**src/rtl/dsv_pkg.sv**
```systemverilog
// Package for the date string validator.
// Holds widths, character and position constants, status codes and the month length table.
// No dependencies.
package dsv_pkg;

	// Field widths.
	localparam int unsigned CHAR_W   = 8;
	localparam int unsigned YEAR_W   = 14;
	localparam int unsigned MONTH_W  = 4;
	localparam int unsigned DAY_W    = 5;
	localparam int unsigned ACC_W    = 7;
	localparam int unsigned POS_W    = 4;
	localparam int unsigned CFG_IDX_W = 2;

	// Configuration register indexes.
	localparam logic [CFG_IDX_W-1:0] REG_TODAY_YEAR  = 2'd0;
	localparam logic [CFG_IDX_W-1:0] REG_TODAY_MONTH = 2'd1;
	localparam logic [CFG_IDX_W-1:0] REG_TODAY_DAY   = 2'd2;

	// Reset values of the current date.
	localparam logic [YEAR_W-1:0]  TODAY_YEAR_RST  = 14'd2000;
	localparam logic [MONTH_W-1:0] TODAY_MONTH_RST = 4'd1;
	localparam logic [DAY_W-1:0]   TODAY_DAY_RST   = 5'd1;

	// Characters.
	localparam logic [CHAR_W-1:0] CHAR_HYPHEN = 8'h2D;
	localparam logic [CHAR_W-1:0] CHAR_ZERO   = 8'h30;
	localparam logic [CHAR_W-1:0] CHAR_NINE   = 8'h39;

	// Character positions in a DD-MM-YYYY string.
	localparam logic [POS_W-1:0] POS_HYPHEN_A = 4'd2;
	localparam logic [POS_W-1:0] POS_HYPHEN_B = 4'd5;
	localparam logic [POS_W-1:0] POS_YEAR_LO  = 4'd8;
	localparam logic [POS_W-1:0] POS_LENGTH   = 4'd10;
	localparam logic [POS_W-1:0] POS_SAT      = 4'd11;

	// Result codes.
	typedef enum logic [1:0] {
		STATUS_VALID  = 2'd0,
		STATUS_FORMAT = 2'd1,
		STATUS_RANGE  = 2'd2,
		STATUS_FUTURE = 2'd3
	} status_t;

	// Number of days in a month; zero for a month outside 1 to 12.
	function automatic logic [DAY_W-1:0] month_days(input logic [ACC_W-1:0] month,
			input logic leap);
		logic [DAY_W-1:0] days;
		case (month)
			7'd2: begin
				days = leap ? 5'd29 : 5'd28;
			end
			7'd4, 7'd6, 7'd9, 7'd11: begin
				days = 5'd30;
			end
			7'd1, 7'd3, 7'd5, 7'd7, 7'd8, 7'd10, 7'd12: begin
				days = 5'd31;
			end
			default: begin
				days = 5'd0;
			end
		endcase
		return days;
	endfunction

endpackage

```
**src/rtl/date_string_validator_unit.sv**
```systemverilog
// Top level of the date string validator.
// Depends on dsv_pkg for widths, constants, status codes and the month length table.
//
// Usage: a DD-MM-YYYY date enters one character per item on the input channel
// (char_code, is_final), with is_final high on the last character. Only a final
// character produces a result: one status item on the output channel
// (0 valid, 1 bad format or length, 2 day or month out of range, 3 future date).
// The current date comes from the today registers on the write port
// (cfg_we, cfg_index, cfg_data); write them only while the block is idle.
// The block is three register stages: an input register, a snapshot register
// that holds the parsed fields of a finished string, and the result register.
// One item is accepted every cycle unless in_stall is high; the status of a
// final character moves through the snapshot register into the result register.
// The accumulate step between input and snapshot register sets the cycle time.
// When the receiver stalls, the result register holds, the snapshot register
// fills behind it, and in_stall rises only when a final character in the input
// register cannot move on. Non-final characters keep flowing into the
// accumulators. Reset empties all stages, clears the string state and sets the
// current date to 1 January 2000.
module date_string_validator_unit
	import dsv_pkg::*;
(
	input  logic                 clk,
	input  logic                 arst_n,
	// Character input channel.
	input  logic                 in_valid,
	output logic                 in_stall,
	input  logic [CHAR_W-1:0]    char_code,
	input  logic                 is_final,
	// Status output channel.
	output logic                 out_valid,
	input  logic                 out_stall,
	output logic [1:0]           status,
	// Configuration write port.
	input  logic                 cfg_we,
	input  logic [CFG_IDX_W-1:0] cfg_index,
	input  logic [YEAR_W-1:0]    cfg_data
);

	// Current date registers.
	logic [YEAR_W-1:0]  today_year_q;
	logic [MONTH_W-1:0] today_month_q;
	logic [DAY_W-1:0]   today_day_q;

	// Input register.
	logic              v_s1;
	logic [CHAR_W-1:0] char_s1;
	logic              fin_s1;

	// String state.
	logic [POS_W-1:0]  pos_q;
	logic              fmt_bad_q;
	logic [ACC_W-1:0]  day_q;
	logic [ACC_W-1:0]  month_q;
	logic [YEAR_W-1:0] year_q;
	logic [ACC_W-1:0]  year_hi_q;
	logic [ACC_W-1:0]  year_lo_q;

	// Snapshot register of a finished string.
	logic              v_s2;
	logic [POS_W-1:0]  pos_s2;
	logic              fmt_bad_s2;
	logic [ACC_W-1:0]  day_s2;
	logic [ACC_W-1:0]  month_s2;
	logic [YEAR_W-1:0] year_s2;
	logic [ACC_W-1:0]  year_hi_s2;
	logic [ACC_W-1:0]  year_lo_s2;

	// Result register.
	logic    out_valid_q;
	status_t status_q;

	// Stage flow control.
	logic out_free;
	logic move_s2;
	logic s2_free;
	logic move_s1;
	logic in_accept;

	assign out_free  = !out_valid_q || !out_stall;
	assign move_s2   = v_s2 && out_free;
	assign s2_free   = !v_s2 || out_free;
	assign move_s1   = v_s1 && (!fin_s1 || s2_free);
	assign in_stall  = v_s1 && !move_s1;
	assign in_accept = in_valid && !in_stall;

	// Configuration writes.
	always_ff @(posedge clk or negedge arst_n) begin
		if (!arst_n) begin
			today_year_q  <= TODAY_YEAR_RST;
			today_month_q <= TODAY_MONTH_RST;
			today_day_q   <= TODAY_DAY_RST;
		end else if (cfg_we) begin
			case (cfg_index)
				REG_TODAY_YEAR: begin
					today_year_q <= cfg_data;
				end
				REG_TODAY_MONTH: begin
					today_month_q <= cfg_data[MONTH_W-1:0];
				end
				REG_TODAY_DAY: begin
					today_day_q <= cfg_data[DAY_W-1:0];
				end
				default: begin
				end
			endcase
		end
	end

	// Input register control.
	always_ff @(posedge clk or negedge arst_n) begin
		if (!arst_n) begin
			v_s1 <= 1'b0;
		end else if (in_accept) begin
			v_s1 <= 1'b1;
		end else if (move_s1) begin
			v_s1 <= 1'b0;
		end
	end

	// Input register payload.
	always_ff @(posedge clk) begin
		if (in_accept) begin
			char_s1 <= char_code;
			fin_s1  <= is_final;
		end
	end

	// Character check and digit accumulation for the character in the input register.
	logic              is_digit;
	logic [3:0]        digit;
	logic [POS_W-1:0]  pos_nx;
	logic              fmt_bad_nx;
	logic [ACC_W-1:0]  day_nx;
	logic [ACC_W-1:0]  month_nx;
	logic [YEAR_W-1:0] year_nx;
	logic [ACC_W-1:0]  year_hi_nx;
	logic [ACC_W-1:0]  year_lo_nx;

	always_comb begin
		is_digit   = char_s1 inside {[CHAR_ZERO:CHAR_NINE]};
		digit      = char_s1[3:0];
		pos_nx     = (pos_q < POS_SAT) ? pos_q + 4'd1 : pos_q;
		fmt_bad_nx = fmt_bad_q;
		day_nx     = day_q;
		month_nx   = month_q;
		year_nx    = year_q;
		year_hi_nx = year_hi_q;
		year_lo_nx = year_lo_q;
		if (pos_q >= POS_LENGTH) begin
			fmt_bad_nx = 1'b1;
		end else if (pos_q == POS_HYPHEN_A || pos_q == POS_HYPHEN_B) begin
			if (char_s1 != CHAR_HYPHEN) begin
				fmt_bad_nx = 1'b1;
			end
		end else if (!is_digit) begin
			fmt_bad_nx = 1'b1;
		end else if (pos_q < POS_HYPHEN_A) begin
			day_nx = {day_q[ACC_W-4:0], 3'b000} + {day_q[ACC_W-2:0], 1'b0}
				+ ACC_W'(digit);
		end else if (pos_q < POS_HYPHEN_B) begin
			month_nx = {month_q[ACC_W-4:0], 3'b000} + {month_q[ACC_W-2:0], 1'b0}
				+ ACC_W'(digit);
		end else begin
			year_nx = {year_q[YEAR_W-4:0], 3'b000} + {year_q[YEAR_W-2:0], 1'b0}
				+ YEAR_W'(digit);
			// Century digits and the last two digits are kept apart for the leap rule.
			if (pos_q < POS_YEAR_LO) begin
				year_hi_nx = {year_hi_q[ACC_W-4:0], 3'b000}
					+ {year_hi_q[ACC_W-2:0], 1'b0} + ACC_W'(digit);
			end else begin
				year_lo_nx = {year_lo_q[ACC_W-4:0], 3'b000}
					+ {year_lo_q[ACC_W-2:0], 1'b0} + ACC_W'(digit);
			end
		end
	end

	// String state: updated by each non-final character, cleared by a final one.
	always_ff @(posedge clk or negedge arst_n) begin
		if (!arst_n) begin
			pos_q     <= '0;
			fmt_bad_q <= 1'b0;
			day_q     <= '0;
			month_q   <= '0;
			year_q    <= '0;
			year_hi_q <= '0;
			year_lo_q <= '0;
		end else if (move_s1) begin
			if (fin_s1) begin
				pos_q     <= '0;
				fmt_bad_q <= 1'b0;
				day_q     <= '0;
				month_q   <= '0;
				year_q    <= '0;
				year_hi_q <= '0;
				year_lo_q <= '0;
			end else begin
				pos_q     <= pos_nx;
				fmt_bad_q <= fmt_bad_nx;
				day_q     <= day_nx;
				month_q   <= month_nx;
				year_q    <= year_nx;
				year_hi_q <= year_hi_nx;
				year_lo_q <= year_lo_nx;
			end
		end
	end

	// Snapshot register control.
	always_ff @(posedge clk or negedge arst_n) begin
		if (!arst_n) begin
			v_s2 <= 1'b0;
		end else if (move_s1 && fin_s1) begin
			v_s2 <= 1'b1;
		end else if (move_s2) begin
			v_s2 <= 1'b0;
		end
	end

	// Snapshot register payload.
	always_ff @(posedge clk) begin
		if (move_s1 && fin_s1) begin
			pos_s2     <= pos_nx;
			fmt_bad_s2 <= fmt_bad_nx;
			day_s2     <= day_nx;
			month_s2   <= month_nx;
			year_s2    <= year_nx;
			year_hi_s2 <= year_hi_nx;
			year_lo_s2 <= year_lo_nx;
		end
	end

	// Judgement of a finished string. The fields only matter once the format
	// is good, and then the year has exactly four digits.
	logic             leap;
	logic [DAY_W-1:0] days_in_month;
	status_t          status_nx;

	always_comb begin
		// A year ending in 00 is a leap year when its century is a multiple of four.
		leap = (year_lo_s2 == '0) ? (year_hi_s2[1:0] == 2'b00) : (year_lo_s2[1:0] == 2'b00);
		days_in_month = month_days(month_s2, leap);
		if (fmt_bad_s2 || pos_s2 != POS_LENGTH) begin
			status_nx = STATUS_FORMAT;
		end else if (month_s2 < 7'd1 || month_s2 > 7'd12) begin
			status_nx = STATUS_RANGE;
		end else if (day_s2 < 7'd1 || day_s2 > ACC_W'(days_in_month)) begin
			status_nx = STATUS_RANGE;
		end else if (year_s2 > today_year_q) begin
			status_nx = STATUS_FUTURE;
		end else if (year_s2 == today_year_q && month_s2 > ACC_W'(today_month_q)) begin
			status_nx = STATUS_FUTURE;
		end else if (year_s2 == today_year_q && month_s2 == ACC_W'(today_month_q)
				&& day_s2 > ACC_W'(today_day_q)) begin
			status_nx = STATUS_FUTURE;
		end else begin
			status_nx = STATUS_VALID;
		end
	end

	// Result register.
	always_ff @(posedge clk or negedge arst_n) begin
		if (!arst_n) begin
			out_valid_q <= 1'b0;
			status_q    <= STATUS_VALID;
		end else if (move_s2) begin
			out_valid_q <= 1'b1;
			status_q    <= status_nx;
		end else if (out_valid_q && !out_stall) begin
			out_valid_q <= 1'b0;
		end
	end

	assign out_valid = out_valid_q;
	assign status    = status_q;

	// The character count never passes its saturation point.
	assert property (@(posedge clk) disable iff (!arst_n) pos_q <= POS_SAT)
		else $error("character position beyond saturation");

	// A final character that moves on leaves a cleared string state behind.
	assert property (@(posedge clk) disable iff (!arst_n)
		move_s1 && fin_s1 |=> pos_q == '0 && !fmt_bad_q && v_s2)
		else $error("string state not cleared after final character");

	// A final character blocked by a full snapshot stage stalls the input.
	assert property (@(posedge clk) disable iff (!arst_n)
		v_s1 && fin_s1 && !s2_free |-> in_stall)
		else $error("input not stalled behind a blocked final character");

endmodule
```
**config.mk**
```make
export PLATFORM = sky130hd
export DESIGN_NAME = date_string_validator_unit
export DESIGN_NICKNAME = d
export VERILOG_FILES = /design/src/rtl/dsv_pkg.sv /design/src/rtl/date_string_validator_unit.sv
export SDC_FILE = /design/constraint.sdc
export NUM_CORES = 1
export LEC_CHECK = 0
export BUFFER_PORTS_ARGS = -buffer_cell sky130_fd_sc_hd__clkbuf_2
export CAP_MARGIN = 10
export CORE_ASPECT_RATIO = 0.5
export CORE_MARGIN = 2
export CORE_UTILIZATION = 45
export CTS_BUF_LIST = sky130_fd_sc_hd__clkbuf_16
export DETAILED_ROUTE_END_ITERATION = 16
export MAX_ROUTING_LAYER = met4
export PLACE_DENSITY_LB_ADDON = 0.12
export SYNTH_ARGS = -nofsm -noshare
export SYNTH_HDL_FRONTEND = slang
export SYNTH_SLANG_ARGS = --single-unit
```
**constraint.sdc**
```tcl
create_clock -name clk -period 7.6 [get_ports clk]
set_clock_uncertainty 0.05 [all_clocks]
set_input_delay 1.52 -clock clk [delete_from_list [all_inputs] [get_ports clk]]
set_output_delay 1.52 -clock clk [all_outputs]
set_load 0.005 [all_outputs]
```
==> results of run 1 <==
==> cell type report <==
type,instances,area share [%]
clock inverter,15,2.468
multi-input combinational,462,43.94
timing repair buffer,37,2.422
sequential,121,40.35
clock buffer,17,5.212
inverter,54,2.484
tap,204,3.127
==> sequential cells by signal, indices dropped and copies added, names as in the netlist, 5 cells and up <==
| signal | count |
|---|---|
| today_year_q | 14 |
| year_q | 14 |
| year_s2 | 14 |
| char_s1 | 8 |
| day_q | 7 |
| day_s2 | 7 |
| month_q | 7 |
| month_s2 | 7 |
| year_lo_q | 7 |
| year_lo_s2 | 7 |
| today_day_q | 5 |
==> Yosys cell counts, drive strengths merged (3+ instances only) <==
cell type	count
a211oi	4
a21o	16
a21oi	26
a22o	23
a22oi	4
a31oi	3
and2	3
buf	5
clkbuf	11
dfrtp	62
dfstp	8
edfxtp	51
fa	8
ha	78
inv	54
mux2	30
nand2	70
nand2b	8
nand3	12
nand3b	3
nand4	9
nor2	20
nor2b	5
nor3	14
nor4	3
o211ai	3
o21a	5
o21ai	46
o22ai	4
o31a	3
o31ai	7
or2	3
xnor2	16
xor2	10
==> how the worst max path moves through the flow <==
stage | end | slack (ns) | cells past startpoint | from
after global routing | in_stall | 3.75 | 6 | out_stall
final | in_stall | 3.84 | 6 | out_stall
after floorplan | day_s2[0] | 3.90 | 6 | out_stall
after CTS | in_stall | 3.83 | 6 | out_stall
after detailed placement | year_s2[5] | 3.63 | 6 | out_stall
after global placement | year_s2[10] | 3.70 | 6 | out_stall
==> power by group <==
part           internal, mW  total (mW)  switching, mW
Clock                 0.549       0.867          0.318
Sequential            0.735       0.767         0.0320
Combinational        0.0860       0.209          0.123
==> worst max-delay path, cell delays in order <==
cell and delay (ns):
clkbuf_2 0.10, nand4_1 0.14, inv_1 0.14, nand2_1 0.11, inv_1 0.08, clkbuf_2 0.10
==> cells by family after synthesis <==
group | Yosys count | share of synthesized area, %
buffers and inverters | 70 | 3.850
adders and majority gates | 86 | 15.89
xor gates and xnor gates | 26 | 3.185
AOI/OAI and AO/OA | 158 | 15.05
and+or+nand+nor | 161 | 10.99
muxes | 31 | 4.970
DFF | 121 | 46.06
==> placed cells by master, fill, tap and decap left out, types with 7 or more instances in the layout <==
cell type  count
ha_1          78
nand2_1       68
dfrtp_1       62
inv_1         55
edfxtp_1      51
o21ai_0       40
clkbuf_2      32
mux2_2        28
a21oi_1       26
a22o_1        23
nor2_1        20
clkbuf_16     17
a21o_1        16
xnor2_1       16
nor3_1        13
nand3_1       12
xor2_1        10
nand4_1        9
nand2b_1       8
fa_1           8
dfstp_2        8
o31ai_1        7
==> stage by stage <==
step / std cells / util, % / hold slack (ns)
after floorplan: 653 / - / 0.3918
after global placement: 878 / 48.75 / 0.4102
after detailed placement: 878 / 48.75 / 0.4182
after CTS: 910 / 52.81 / 0.4307
after global routing: 910 / 52.81 / 0.4639
final: 910 / 52.81 / 0.4331
==> layer usage <==
layer | wire length (µm) | vias up
li1 | - | 2464
met1 | 7752 | 2396
met2 | 6789 | 106
met3 | 733 | 13
met4 | 102 | 0
met5 | 0 | -
==> impl_metrics.json, run 1 <==
{
  "grt.total_usage_pct": 20.75,
  "synthCells": 653,
  "max_freq_ghz": 0.2656,
  "fp.dieW_um": 182.3,
  "max-slew-margin-rel_pct": 35.18,
  "cts_resized": 0,
  "timing.rr.end": "year_s2[9]",
  "avgSynthCellArea_um2": 10.95,
  "numPortBuffers": 33,
  "yosysTopAreaCell": "dfrtp_1",
  "finalInstanceArea_um2": 8162,
  "cts_hold_buf": 0,
  "drtIter0Drc": 273,
  "gr-total-overflow": 0,
  "layout-drive-gt1-share_pct": 16.86,
  "holdCritPathClass": "reg2reg",
  "clock-sinks": 121,
  "viasPerCell": 5.471,
  "rrSetupSlack_ns": 4.04,
  "fill_cells": 1375,
  "ys_types": 59,
  "via_count": 4979,
  "ys_seq_area_share_pct": 46.06,
  "grt_use_met3_pct": 5.062,
  "coreArea_um2": 15450,
  "gr-max-usage-layer": "met2",
  "path_class": "in2out",
  "critPathRequiredTime_ns": 6.03,
  "syn-cell-area_um2": 7149,
  "period_needed_ns": 3.765,
  "power_mw": 1.842,
  "cts_root_buf": "clkbuf_16",
  "hold_violations": 0,
  "min_to": "year_lo_q[6]",
  "clkLatencyLatePin_ns": 0.42,
  "diodes": 0,
  "pwr_density_cell_nw_per_um2": 225.7,
  "placed_area_um2": 7535,
  "leakagePower_nw": 3.828,
  "synth-main-ff-cell": "dfrtp_1",
  "ant_nets": 0,
  "ios": 34,
  "htree_levels": 4,
  "yosys-top-cells-area": "dfrtp_1, edfxtp_1, ha_1",
  "setup_tns_ns": 0,
  "rsz0062_at_grt": "false",
  "ys_ff_latch": 121,
  "clk_pin_slew_worst_paths_ns": 0.06,
  "gp_congestion": 0.8045,
  "cts_inserted_buffers": 17,
  "grt_max_degree": 71,
  "fin_ws_ns": 3.835,
  "synth.yosys.warnings": 0,
  "start_util_pct": 46.26,
  "synthArstFlopShare_pct": 57.85,
  "grt_pass1_vias": 5055,
  "synth_edf_count": 51,
  "path_max_fanout": 3,
  "cts_tree": "built",
  "routed_wl_um": 15380,
  "endpoint_kind": "output port",
  "final-seq-area_um2": 3293,
  "slew_violations": 0,
  "critPathArrivalTime_ns": 2.19,
  "cts_setup_buffers": 0,
  "rr_worst_depth": 10,
  "rr_startpoint": "char_s1[3]",
  "min_from": "year_lo_q[6]",
  "fin_nets": 809,
  "dpl.hpwl_um": 10930,
  "grt_pass1_wl_um": 26110,
  "dieArea_um2": 16970,
  "startpoint_type": "input pin",
  "setup_violations": 0,
  "num_rows": 32,
  "met2_usage_pct": 31.04,
  "pre_cts_slack_ns": 3.628,
  "status": "finished clean",
  "worst_pin_slew_ns": 0.9722,
  "antenna_found_initial": 0,
  "use_met1_pct": 28.65,
  "cap_violations": 0,
  "die_y_um": 93.13,
  "dr.pass1.iters": 5,
  "holdPathStages": 2,
  "syn_nets": 769,
  "drt-wirelength-per-cell_um": 16.90,
  "drc": 0,
  "synth_top_area_share_pct": 21.70,
  "vdd_drop_max_mv": 0.1452,
  "syn_to_final_growth_pct": 14.16,
  "cts_max_path_buffers": 2,
  "period_share_pct": 49.54,
  "multiInputGateArea_um2": 3586
}
Power figures use the tool's default switching activity.
==> inputs of run 2 (changes only) <==
--- a/config.mk
+++ b/config.mk
@@ -5,6 +5,7 @@
 export SDC_FILE = /design/constraint.sdc
 export NUM_CORES = 1
 export LEC_CHECK = 0
+export ABC_AREA = 1
 export BUFFER_PORTS_ARGS = -buffer_cell sky130_fd_sc_hd__clkbuf_2
 export CAP_MARGIN = 10
 export CORE_ASPECT_RATIO = 0.5
==> constraint.sdc (replaced) <==
create_clock -name clk -period 3.09 [get_ports clk]
set_clock_uncertainty 0.05 [all_clocks]
set_input_delay 0.618 -clock clk [delete_from_list [all_inputs] [get_ports clk]]
set_output_delay 0.618 -clock clk [all_outputs]
set_load 0.005 [all_outputs]
==> impl_metrics.json, run 2 <==
{
  "clk_pin_slew_worst_paths_ns": 0.06,
  "status": "finished clean",
  "htree_levels": 4,
  "fin_nets": 1040,
  "grt_pass1_wl_um": 27740,
  "leakagePower_nw": 4.389,
  "clock-sinks": 121,
  "final_cell_mix": "nand2_1, inv_1, ha_1",
  "fin_ws_ns": 0.5349,
  "p_int_mw": 3.163,
  "wl_met1_um": 8283,
  "max-slew-margin-rel_pct": 34.00,
  "hold_violations": 0,
  "coreArea_um2": 16310,
  "p_clk_share_pct": 46.3,
  "period_needed_ns": 2.555,
  "grt_max_degree": 71,
  "synth-main-ff-cell": "dfrtp_1",
  "dr.pass1.iters": 4,
  "grt_pass1_vias": 5693,
  "rr_startpoint": "char_s1[3]",
  "die_y_um": 95.19,
  "cts_resized": 0,
  "cts_hold_buf": 0,
  "path_class": "reg2reg",
  "rr_worst_depth": 11,
  "power_mw": 4.343,
  "drt-wirelength-per-cell_um": 13.86,
  "syn-cell-area_um2": 7483,
  "rrSetupSlack_ns": 0.53,
  "reg_top3": "today_year_q x14, year_q x14, year_s2 x14",
  "pwr_density_cell_nw_per_um2": 510.6,
  "met3_length_um": 552,
  "synthArstFlopShare_pct": 57.85,
  "start_util_pct": 45.88,
  "diodes": 0,
  "placed_area_um2": 7915,
  "pre_cts_slack_ns": 0.5495,
  "gr-total-overflow": 0,
  "critPathRequiredTime_ns": 3.21,
  "cts_root_buf": "clkbuf_16",
  "endpoint_kind": "register",
  "comb_power_share_pct": 11.0,
  "setup_violations": 0,
  "yosysTopAreaCell": "dfrtp_1",
  "gp_congestion": 0.8660,
  "avgSynthCellArea_um2": 8.523,
  "power_frac_seq_pct": 42.7,
  "drc": 0,
  "cts_max_path_buffers": 2,
  "worst_pin_slew_ns": 0.9900,
  "numPortBuffers": 33,
  "finalInstanceArea_um2": 8504,
  "syn_to_final_growth_pct": 13.64,
  "dpl.hpwl_um": 11720,
  "num_rows": 33,
  "ant_nets": 0,
  "clkLatencyLatePin_ns": 0.42,
  "ys_ff_latch": 121,
  "synth_top_area_share_pct": 20.73,
  "ys_types": 40,
  "cts_tree": "built",
  "synth_common_cells": "nand2_1, inv_1, ha_1",
  "yosys-top-cells-area": "dfrtp_1, edfxtp_1, ha_1",
  "startpoint_type": "register",
  "power_switching_mw": 1.180,
  "via_count": 5613,
  "ys_seq_area_share_pct": 44.01,
  "max_freq_ghz": 0.3914,
  "cap_violations": 0,
  "synthCells": 878,
  "yosys.cell_count.top_type": "nand2_1",
  "grt.total_usage_pct": 20.93,
  "highest_layer": "met4",
  "viasPerCell": 4.822,
  "dieArea_um2": 17740,
  "ios": 34,
  "vdd_drop_max_mv": 0.4107,
  "period_share_pct": 82.69,
  "slew_violations": 0,
  "drtIter0Drc": 289,
  "swShare_pct": 27.17,
  "routed_wl_um": 16140,
  "synth.yosys.warnings": 0,
  "critPathArrivalTime_ns": 2.68,
  "setup_tns_ns": 0,
  "timing.rr.end": "year_s2[13]",
  "cts_setup_buffers": 0,
  "syn_nets": 994,
  "rsz0062_at_grt": "false",
  "layout-drive-gt1-share_pct": 12.59,
  "final_common_cell": "nand2_1",
  "wl_met2_um": 7148,
  "synth_edf_count": 51,
  "antenna_found_initial": 0,
  "holdCritPathClass": "in2async",
  "cts_inserted_buffers": 17,
  "path_max_fanout": 4,
  "fp.dieW_um": 186.4
}
run 2: cell types whose count changed in the layout (fill, tap and decap cells not counted), moves of 10 or more:
| cell | delta |
|---|---|
| nand2_1 | +172 |
| o21ai_0 | +14 |
| inv_1 | +92 |
| a21o_1 | -15 |
| nand3_1 | +24 |
| nand2_2 | +10 |
| nor2_1 | +25 |
| mux2_2 | -28 |
| a22o_1 | -23 |
run 2: per-stage QoR:
step | utilization [%] | cells | hold slack [ns]
6_report | 52.14 | 1164 | 0.3024
5_1_grt | 52.14 | 1164 | 0.3054
4_1_cts | 52.14 | 1164 | 0.3085
3_5_place_dp | 48.53 | 1132 | 0.4092
3_3_place_gp | 48.53 | 1132 | 0.4128
2_1_floorplan | - | 878 | 0.2724
run 2: kinds of logic after synthesis:
kind of cell / count (synthesis) / synth area share (%)
AND/OR/NAND/NOR: 369 / 20.95
buffers and inverters: 162 / 8.527
AO/OA/AOI/OAI: 121 / 9.112
flip-flops: 121 / 44.01
adder cells (fa/ha/maj): 86 / 15.18
XOR/XNOR: 19 / 2.224
run 2: power groups by stage:
stage	combinational [mW]	clock, mW	sequential [mW]
2_1_floorplan	0.334	0	1.86
3_3_place_gp	0.467	0	1.88
3_5_place_dp	0.481	0	1.88
4_1_cts	0.486	2.05	1.85
5_1_grt	0.566	2.14	1.87
6_report	0.477	2.01	1.85
run 2: area by class of cell:
cell class / count / area (µm²)
clock inverter: 15 / 163.9
timing repair buffer: 41 / 227.7
fill: 1537 / 7805
tap: 227 / 284.0
multi-input combinational: 595 / 3555
inverter: 148 / 555.5
clock buffer: 17 / 425.4
sequential: 121 / 3293
run 2: critical path, cell delays in order (launching register included):
cell      delay, ns
edfxtp_1       0.38
inv_1          0.11
fa_1           0.60
inv_1          0.06
ha_1           0.31
nand3_1        0.09
nand3_1        0.18
nand3_1        0.14
nand4_1        0.09
nand2_1        0.08
nand2_1        0.06
and2_1         0.17
run 2: worst max path at each step:
stage / from / end / slack [ns] / cells past startpoint
floorplan: char_s1[3] / year_s2[9] / 0.66 / 11
global route: char_s1[3] / year_s2[9] / 0.30 / 11
global placement: char_s1[3] / year_s2[9] / 0.60 / 11
detailed placement: char_s1[3] / year_s2[13] / 0.55 / 11
finish: char_s1[3] / year_s2[13] / 0.53 / 11
CTS: char_s1[3] / year_s2[13] / 0.54 / 11
run 2: metal layers:
metal / GRT usage, % / up-vias
met1: 26.87 / 2588
met4: 5.467 / 0
met5: - / -
met3: 4.490 / 14
li1: - / 2931
met2: 34.14 / 80
==> inputs of run 3 (changes only) <==
--- a/config.mk
+++ b/config.mk
@@ -5,7 +5,7 @@
 export SDC_FILE = /design/constraint.sdc
 export NUM_CORES = 1
 export LEC_CHECK = 0
-export ABC_AREA = 1
+export ABC_AREA = 0
 export BUFFER_PORTS_ARGS = -buffer_cell sky130_fd_sc_hd__clkbuf_2
 export CAP_MARGIN = 10
 export CORE_ASPECT_RATIO = 0.5
==> constraint.sdc (replaced) <==
create_clock -name clk -period 2.11 [get_ports clk]
set_clock_uncertainty 0.05 [all_clocks]
set_input_delay 0.422 -clock clk [delete_from_list [all_inputs] [get_ports clk]]
set_output_delay 0.422 -clock clk [all_outputs]
set_load 0.005 [all_outputs]
==> impl_metrics.json, run 3 (synthesis gave the netlist of run 1 again) <==
{
  "failed_checks": "setup timing",
  "routed_wl_um": 17900,
  "layout-drive-gt1-share_pct": 39.59,
  "holdCritPathClass": "in2reg",
  "power_switching_mw": 1.803,
  "critPathArrivalTime_ns": 3.06,
  "drc": 0,
  "status": "finished with violations",
  "path_max_fanout": 4,
  "fin_ws_ns": -0.7162,
  "grt_pass1_vias": 5616,
  "dieArea_um2": 16970,
  "ios": 34,
  "grt_max_degree": 32,
  "coreArea_um2": 15450,
  "cap_violations": 0,
  "cts_tree": "built",
  "clock-sinks": 121,
  "gp_congestion": 0.8152,
  "path_class": "reg2reg",
  "worst_pin_slew_ns": 0.5205,
  "start_util_pct": 46.26,
  "drtIter0Drc": 280,
  "clkLatencyLatePin_ns": 0.42,
  "dp_cells": 976,
  "viasPerCell": 5.397,
  "grt.total_usage_pct": 22.97,
  "clk_pin_slew_worst_paths_ns": 0.06,
  "finalInstanceArea_um2": 9733,
  "pwr_density_cell_nw_per_um2": 687.6,
  "power_frac_seq_pct": 40.9,
  "gr-total-overflow": 0,
  "die_y_um": 93.13,
  "p_int_mw": 4.890,
  "critPathRequiredTime_ns": 2.34,
  "fill_cells": 1213,
  "numPortBuffers": 33,
  "max_freq_ghz": 0.3538,
  "vdd_drop_max_mv": 0.5473,
  "p_clk_share_pct": 42.9,
  "fin_nets": 929,
  "final_cell_mix": "buf_4, nand2_1, ha_1",
  "cts_max_path_buffers": 2,
  "rsz0062_at_grt": "true",
  "dr.pass1.iters": 4,
  "cts_root_buf": "clkbuf_16",
  "finalNonFillerCells": 1030,
  "leakagePower_nw": 4.542,
  "final_common_cell": "buf_4",
  "multiInputGateArea_um2": 4198,
  "via_count": 5559,
  "max-slew-margin-rel_pct": 65.17,
  "syn_to_final_growth_pct": 36.14,
  "ant_nets": 0,
  "endpoint_kind": "register",
  "diodes": 0,
  "comb_power_share_pct": 16.1,
  "final-seq-area_um2": 3296,
  "hold_violations": 0,
  "startpoint_type": "register",
  "antenna_found_initial": 0,
  "placed_area_um2": 8444,
  "hold_slack_ns": 0.1244,
  "drt-wirelength-per-cell_um": 17.38,
  "reg_top3": "today_year_q x14, year_q x14, year_s2 x14",
  "period_needed_ns": 2.826,
  "swShare_pct": 26.93,
  "cts_inserted_buffers": 17,
  "period_share_pct": 133.9,
  "slew_violations": 0,
  "setup_violations": 46,
  "grt_pass1_wl_um": 28880,
  "dpl.hpwl_um": 12620,
  "htree_levels": 4,
  "fp.dieW_um": 182.3,
  "num_rows": 32
}
-- run 3: power by group through the flow --
stage / sequential, mW / clock [mW] / combinational (mW)
2_1_floorplan: 2.76 / 0 / 0.575
3_3_place_gp: 2.77 / 0 / 0.906
3_5_place_dp: 2.77 / 0 / 0.931
4_1_cts: 2.74 / 2.92 / 1.00
5_1_grt: 2.76 / 3.02 / 1.22
6_report: 2.74 / 2.87 / 1.08
-- run 3: through the flow --
stage | setup WS, ns | total power [mW] | util (%) | TNS (ns)
finish | -0.7162 | 6.693 | 62.98 | -13.06
global route | -0.8133 | 6.994 | 62.98 | -16.55
CTS | -0.6037 | 6.655 | 61.32 | -11.71
detailed placement | -0.6868 | 3.706 | 54.64 | -11.87
global placement | -0.6121 | 3.676 | 54.64 | -10.62
floorplan | -0.5419 | 3.335 | - | -6.262
-- run 3: path summary, 6_finish.rpt --
check | to | cells past startpoint | slack (ns) | startpoint
worst max-delay path | year_s2[13] | 11 | -0.72 | year_q[2]
worst min-delay path | char_s1[6] | 1 | 0.12 | char_code[6]
worst max register to register | year_s2[13] | 11 | -0.72 | year_q[2]
worst min register to register | year_lo_q[6] | 2 | 0.44 | year_lo_q[6]
max in group asynchronous | today_month_q[0] | 3 | 0.97 | arst_n
min in group asynchronous | year_q[5] | 2 | 0.44 | arst_n
-- run 3: layout make-up --
| type | count | area share [%] |
|---|---|---|
| tap | 204 | 2.622 |
| multi-input combinational | 463 | 43.13 |
| sequential | 121 | 33.86 |
| clock buffer | 17 | 4.371 |
| inverter | 54 | 2.121 |
| clock inverter | 15 | 1.594 |
| timing repair buffer | 156 | 12.30 |
-- run 3: critical path: stages (launching register included) --
cell and delay [ns]:
dfrtp_1 0.37, inv_2 0.06, fa_2 0.59, inv_2 0.05, ha_4 0.22, a211oi_4 0.22
nor2_2 0.09, o31ai_2 0.20, buf_4 0.17, o211ai_1 0.12, or4_1 0.43, nand3_1 0.11
-- run 3: what timing repair did --
action / in CTS / in global routing
hold buffers: 1 / 0
endpoints found under the setup margin: 53 / 68
gates cloned: 2 / 0
endpoints found under the hold margin: 21 / 0
gates resized for setup: 74 / 41
setup buffers: 11 / 13
pin swaps: 35 / 25
-- run 3: per-layer routing --
metal	GRT usage, %	routed length [µm]	up-vias
li1	-	-	2701
met5	-	0	-
met4	6.922	214	0
met3	4.673	684	23
met1	31.16	8712	2738
met2	35.18	8287	97
